--- config.mk ---
export PLATFORM = sky130hd
export DESIGN_NAME = chgw_ctrl
export DESIGN_NICKNAME = d
export VERILOG_FILES = /design/src/rtl/convex_hull_gift_wrap_macros.svh /design/src/rtl/chgw_pkg.sv /design/src/rtl/chgw_ctrl.sv
export SDC_FILE = /design/constraint.sdc
export NUM_CORES = 1
export LEC_CHECK = 0
export ABC_AREA = 0
export BUFFER_PORTS_ARGS = -buffer_cell sky130_fd_sc_hd__buf_2
export CORE_AREA = 2 2 39 41
export DETAILED_ROUTE_END_ITERATION = 7
export DIE_AREA = 0 0 41 43
export SLEW_MARGIN = 30
export SYNTH_ARGS = -nofsm -noshare
export SYNTH_HDL_FRONTEND = slang
export SYNTH_SLANG_ARGS = --single-unit
--- constraint.sdc ---
create_clock -name clk_i -period 1.5 [get_ports clk_i]
set_input_delay 0.15 -clock clk_i [delete_from_list [all_inputs] [get_ports clk_i]]
set_output_delay 0.15 -clock clk_i [all_outputs]
set_load 0.05 [all_outputs]
--- src/rtl/convex_hull_gift_wrap_macros.svh ---
// assertion macros for the convex hull gift wrap block
`ifndef CONVEX_HULL_GIFT_WRAP_MACROS_SVH
`define CONVEX_HULL_GIFT_WRAP_MACROS_SVH

// consequent holds in the same cycle
`define CHGW_ASSERT_SAME(lbl, ante, cons, msg) \
  lbl: assert property (@(posedge clk_i) disable iff (!rst_ni) (ante) |-> (cons)) \
    else $error(msg);

// consequent holds in the next cycle
`define CHGW_ASSERT_NEXT(lbl, ante, cons, msg) \
  lbl: assert property (@(posedge clk_i) disable iff (!rst_ni) (ante) |=> (cons)) \
    else $error(msg);

`endif

--- src/rtl/chgw_pkg.sv ---
// shared constants and types of the convex hull gift wrap block
`default_nettype none

package chgw_pkg;

  localparam int unsigned MaxPoints = 64;
  localparam int unsigned CoordBits = 16;
  localparam int unsigned IdxW      = (MaxPoints > 1) ? $clog2(MaxPoints) : 1;
  localparam int unsigned CntW      = $clog2(MaxPoints + 1);
  localparam int unsigned DataW     = ((2 * CoordBits + 7) / 8) * 8;
  localparam int unsigned DiffW     = CoordBits + 1;
  localparam int unsigned ProdW     = 2 * DiffW;
  localparam int unsigned CrossW    = ProdW + 1;

  typedef logic [CoordBits-1:0] coord_t;

  typedef struct packed {
    coord_t y;
    coord_t x;
  } point_t;

  typedef enum logic [3:0] {
    ST_LOAD,
    ST_VTX,
    ST_CAND,
    ST_RD,
    ST_MUL,
    ST_CMP,
    ST_ADV,
    ST_OUT_RD,
    ST_OUT_CAP,
    ST_OUT_WAIT
  } state_e;

  typedef struct packed {
    logic load;
    logic last_in;
    logic vtx;
    logic cand;
    logic rd;
    logic mul;
    logic cmp;
    logic adv;
    logic out_rd;
    logic out_cap;
    logic out_done;
  } cmd_t;

  typedef struct packed {
    logic last_i;
    logic at_start;
    logic cap_hit;
    logic last_out;
  } stat_t;

endpackage

`default_nettype wire

--- src/rtl/chgw_ctrl.sv ---
// controller state machine: point loading, hull walk and vertex output sequencing
`default_nettype none

module chgw_ctrl (
  input  logic             clk_i,
  input  logic             rst_ni,
  input  logic             in_valid_i,
  input  logic             in_last_i,
  input  logic             out_ready_i,
  input  chgw_pkg::stat_t  stat_i,
  output logic             in_ready_o,
  output logic             out_valid_o,
  output chgw_pkg::cmd_t   cmd_o
);

  chgw_pkg::state_e state_q;
  chgw_pkg::state_e state_d;

  always_ff @(posedge clk_i or negedge rst_ni) begin
    if (!rst_ni) begin
      state_q <= chgw_pkg::ST_LOAD;
    end else begin
      state_q <= state_d;
    end
  end

  always_comb begin
    state_d     = state_q;
    cmd_o       = '0;
    in_ready_o  = 1'b0;
    out_valid_o = 1'b0;
    case (state_q)
      chgw_pkg::ST_LOAD: begin
        in_ready_o = 1'b1;
        if (in_valid_i) begin
          cmd_o.load = 1'b1;
          if (in_last_i) begin
            cmd_o.last_in = 1'b1;
            state_d       = chgw_pkg::ST_VTX;
          end
        end
      end
      chgw_pkg::ST_VTX: begin
        cmd_o.vtx = 1'b1;
        state_d   = chgw_pkg::ST_CAND;
      end
      chgw_pkg::ST_CAND: begin
        cmd_o.cand = 1'b1;
        state_d    = chgw_pkg::ST_RD;
      end
      chgw_pkg::ST_RD: begin
        cmd_o.rd = 1'b1;
        state_d  = chgw_pkg::ST_MUL;
      end
      chgw_pkg::ST_MUL: begin
        cmd_o.mul = 1'b1;
        state_d   = chgw_pkg::ST_CMP;
      end
      chgw_pkg::ST_CMP: begin
        cmd_o.cmp = 1'b1;
        state_d   = stat_i.last_i ? chgw_pkg::ST_ADV : chgw_pkg::ST_RD;
      end
      chgw_pkg::ST_ADV: begin
        cmd_o.adv = 1'b1;
        if (stat_i.at_start || stat_i.cap_hit) begin
          state_d = chgw_pkg::ST_OUT_RD;
        end else begin
          state_d = chgw_pkg::ST_VTX;
        end
      end
      chgw_pkg::ST_OUT_RD: begin
        cmd_o.out_rd = 1'b1;
        state_d      = chgw_pkg::ST_OUT_CAP;
      end
      chgw_pkg::ST_OUT_CAP: begin
        cmd_o.out_cap = 1'b1;
        state_d       = chgw_pkg::ST_OUT_WAIT;
      end
      chgw_pkg::ST_OUT_WAIT: begin
        out_valid_o = 1'b1;
        if (out_ready_i) begin
          cmd_o.out_done = 1'b1;
          state_d = stat_i.last_out ? chgw_pkg::ST_LOAD : chgw_pkg::ST_OUT_RD;
        end
      end
      default: begin
        state_d = chgw_pkg::ST_LOAD;
      end
    endcase
  end

endmodule

`default_nettype wire

* Yosys cells after proc, flatten, opt, wreduce, memory -nomap -nowiden
Cells that the tools add are included.
** Cells by class
- Equal/unequal tests :: 12
- Multiplexer cells :: 22
- Reduce and logical (&&, ||, !) cells :: 3
** Operator list (count)
- one-hot mux 4 bit (10 select lines) :: 1
- equality test 4 x 3 -> 1 bit, second input constant :: 4
- two-way mux 1 bit :: 13
- two-way mux 4 bit :: 3
- two-way mux 3 bit :: 3
- equality test 4 x 2 -> 1 bit, second input constant :: 2
- equality test 4 bit, second input constant :: 2
- inequality test 2 bit, second input constant :: 3
- equality test 4 x 1 -> 1 bit, second input constant :: 1
- zero test 4 bit :: 1
- two-way mux 2 bit :: 2
- AND reduction 3 bit :: 1
- logical OR 1 bit :: 1
** Storage, ports and cells
- Register bits after elaboration :: 4
- Input bits :: 9

* Longest topological paths before layout
- Depth after elaboration :: 3
- Depth in mapped cells :: 5
- Mapped depth without buffers :: 4

* Worst setup path before layout
Ideal clock, no wire load.
- Kind :: reg-to-output
- Start point :: register state_q[1]
- End point :: output cmd_o[0] in the netlist's numbering
- Arrival :: 1.949 ns
- Data required time :: 1.350 ns
- Setup slack :: -0.599 ns
- Stages on the path, launching flop included :: 5
- Path buffers :: 1
- Path through :: dfrtp_1 > buf_2 > nand2b_1 > nor2_1 > and2_1
** RTL lines
- from (decl) :: RTL line chgw_ctrl.sv:16 : chgw_pkg::state_e state_q;
- from (signal assigned) :: RTL line chgw_ctrl.sv:21 : state_q <= chgw_pkg::ST_LOAD;
- from (signal assigned) :: RTL line chgw_ctrl.sv:23 : state_q <= state_d;
- to (decl) :: RTL line chgw_ctrl.sv:13 : output chgw_pkg::cmd_t cmd_o

==> metrics.txt <==
VDD IR max 0.000892 V; Final Hold Vio Count 0; FMAX 0.658 GHz; WS Path Type reg -> out; largest registers state_q: 4 flops; final setup TNS -0.0214 ns; total CTS buffers 3; Yosys cell types 22; Root Driver clkbuf_4; yosys warns 0; Max-Cap Viols 0; Mapped Avg Cell Area 7.72 um^2; Final #Nets 85; max reg flops 4; commonest cells after routing, fill and taps aside buf_2 (9), buf_4 (8), nor2_1 (6), clkbuf_4 (6), nor3_2 (5); Die X 41 um; Die H 43 um; sequential share of the synthesized area 27.0%; Max FO, Critical Path 4; placed cell area 526 um^2; routability congestion estimate from global placement 0.773; Worst Hold Class in -> async; DR vias 447; commonest non-fill, non-tap cell in the layout buf_2; num rows 14; Mapped Nets 57; crit path setup slack, layout -0.0190 ns; Avg Vias per Cell 4.97; number of iterations in the first detailed-routing pass 4; ANT cells 0; post-DP HPWL 783 um; initial antenna violation count 0; area grow syn2layout 73.0%; Routed WL per cell 11.5 um; Routed Antenna Nets 0; DRT iter0 DRCs 6; relative slew slack 79.7%; # IOs 22; final period utilization 101%; share of cells above drive strength 1 56.8%; Top reg by flops state_q; Syn Inst Count 48; starting density of the core 26.8%; status complete, but fails checks; Pleak 0.298 nW; Synth Register Bits 4; largest net degree at the start of global routing 9; GRT Total Usage 13.0%; CP arrival 1.37 ns; slew of the pin with the lowest slew margin 0.304 ns; Remaining DRCs 0; GRT Residual Overflow 0; crit start category register; total power per unit cell area 2110 nW/um^2; later-pin clock latency in the skew report 0.23 ns; first-pass GRT wire length 1.57 mm; total clock sinks 4; RSZ-0062 raised after global routing true; Die Area 1760 um^2; Core ar. 1380 um^2; vias in the first global route 389; Req. time, crit path 1.35 ns; Worst Setup End Kind output pin; CTS clk-pin slew, worst paths 0.04 ns; IO Port Bufs 21; Post-synth ARST share 100%; synthesized area 370 um^2; Slew Limit Fails 0; Top FF cell, synth dfrtp_1; Total Wirelength 1.04 mm; clk_skew 0.00291 ns; Post-synth EDFFs 0; Final setup violation count 2; CTS tree done; pre-CTS setup slack 0.0960 ns; H-tree levels 1; Tmin final 1.52 ns; Clock Path Buffers 2; post-route cell area 641 um^2; violated checks negative setup slack
[worst paths after layout]
kind	from	end	slack, ns	depth (start not counted)
min reg2reg	state_q[2]$_DFFE_PN0P_	state_q[3]$_DFFE_PN0P_	0.67	2
max	state_q[1]$_DFFE_PN0P_	cmd_o[9]	-0.02	3
min	rst_ni	state_q[1]$_DFFE_PN0P_	0.25	2
min in group clk_i	out_ready_i	state_q[0]$_DFFE_PN0P_	0.26	3
max in group asynchronous	rst_ni	state_q[2]$_DFFE_PN0P_	1.12	2
max reg2reg	state_q[3]$_DFFE_PN0P_	state_q[1]$_DFFE_PN0P_	0.11	5
[kinds of logic (layout without fill, tap and decap cells)]
family	count (synthesis)	in the layout	synth area share (%)
buffers and inverters	5	31	7.77
DFF	4	4	27.0
AOI/OAI and AO/OA	12	12	20.9
and+or+nand+nor	27	27	44.3
[stage by stage]
step / power [mW] / hold WS (ns) / util [%] / cells
2_1_floorplan: 0.918 / -0.146 / - / 48
3_3_place_gp: 1.08 / -0.0445 / 38.0 / 85
3_5_place_dp: 1.09 / -0.0425 / 38.0 / 85
5_1_grt: 1.44 / 0.262 / 46.3 / 90
6_report: 1.35 / 0.248 / 46.3 / 90
4_1_cts: 1.28 / 0.243 / 42.8 / 89
[timing repair]
action,CTS,global route
pin swaps,2,1
setup buffers,0,1
hold buffers,1,0
resized for setup,13,14
setup endpoints to repair,10,12
hold endpoints to repair,4,0
[cells in the mapped netlist, drive strengths merged, types with 2 or more instances]
| cell | n | area (um^2) |
|---|---|---|
| nand2 | 2 | 7.51 |
| dfrtp | 4 | 100 |
| o22ai | 2 | 12.5 |
| nor2 | 7 | 26.3 |
| nor3 | 6 | 30.0 |
| a21oi | 3 | 15.0 |
| nand2b | 6 | 45.0 |
| buf | 4 | 25.0 |
| o21ai | 2 | 10.0 |
| and2 | 2 | 12.5 |
| o21a | 2 | 15.0 |
[power breakdown]
part | switching (mW) | leakage (nW) | total, mW | internal (mW)
sequential | 0.0665 | 0.0493 | 0.219 | 0.152
clock | 0.0432 | 0.0138 | 0.133 | 0.0894
combinational | 0.616 | 0.235 | 1.00 | 0.385
total | 0.725 | 0.298 | 1.35 | 0.627
[worst max-delay path, cell delays in order, from the launching register on]
cell     delay (ns)
dfrtp_1        0.42
nor4_4         0.33
and3_4         0.24
buf_8          0.14
[layer usage]
layer	track usage, %	part of all wire [%]
met1	15.9	44
met2	20.3	51
met3	4.71	4.9
met4	4.00	0
met5	0	0
[layout make-up]
| class | count | area, um^2 |
|---|---|---|
| multi-input cells | 39 | 279 |
| repair buffers | 27 | 213 |
| flip-flops and latches | 4 | 103 |
| fillers | 153 | 743 |
| inverters | 1 | 3.75 |
| well taps | 16 | 20.0 |
| clock buffers | 3 | 22.5 |
No activity file was read; power rests on OpenSTA's default activity.
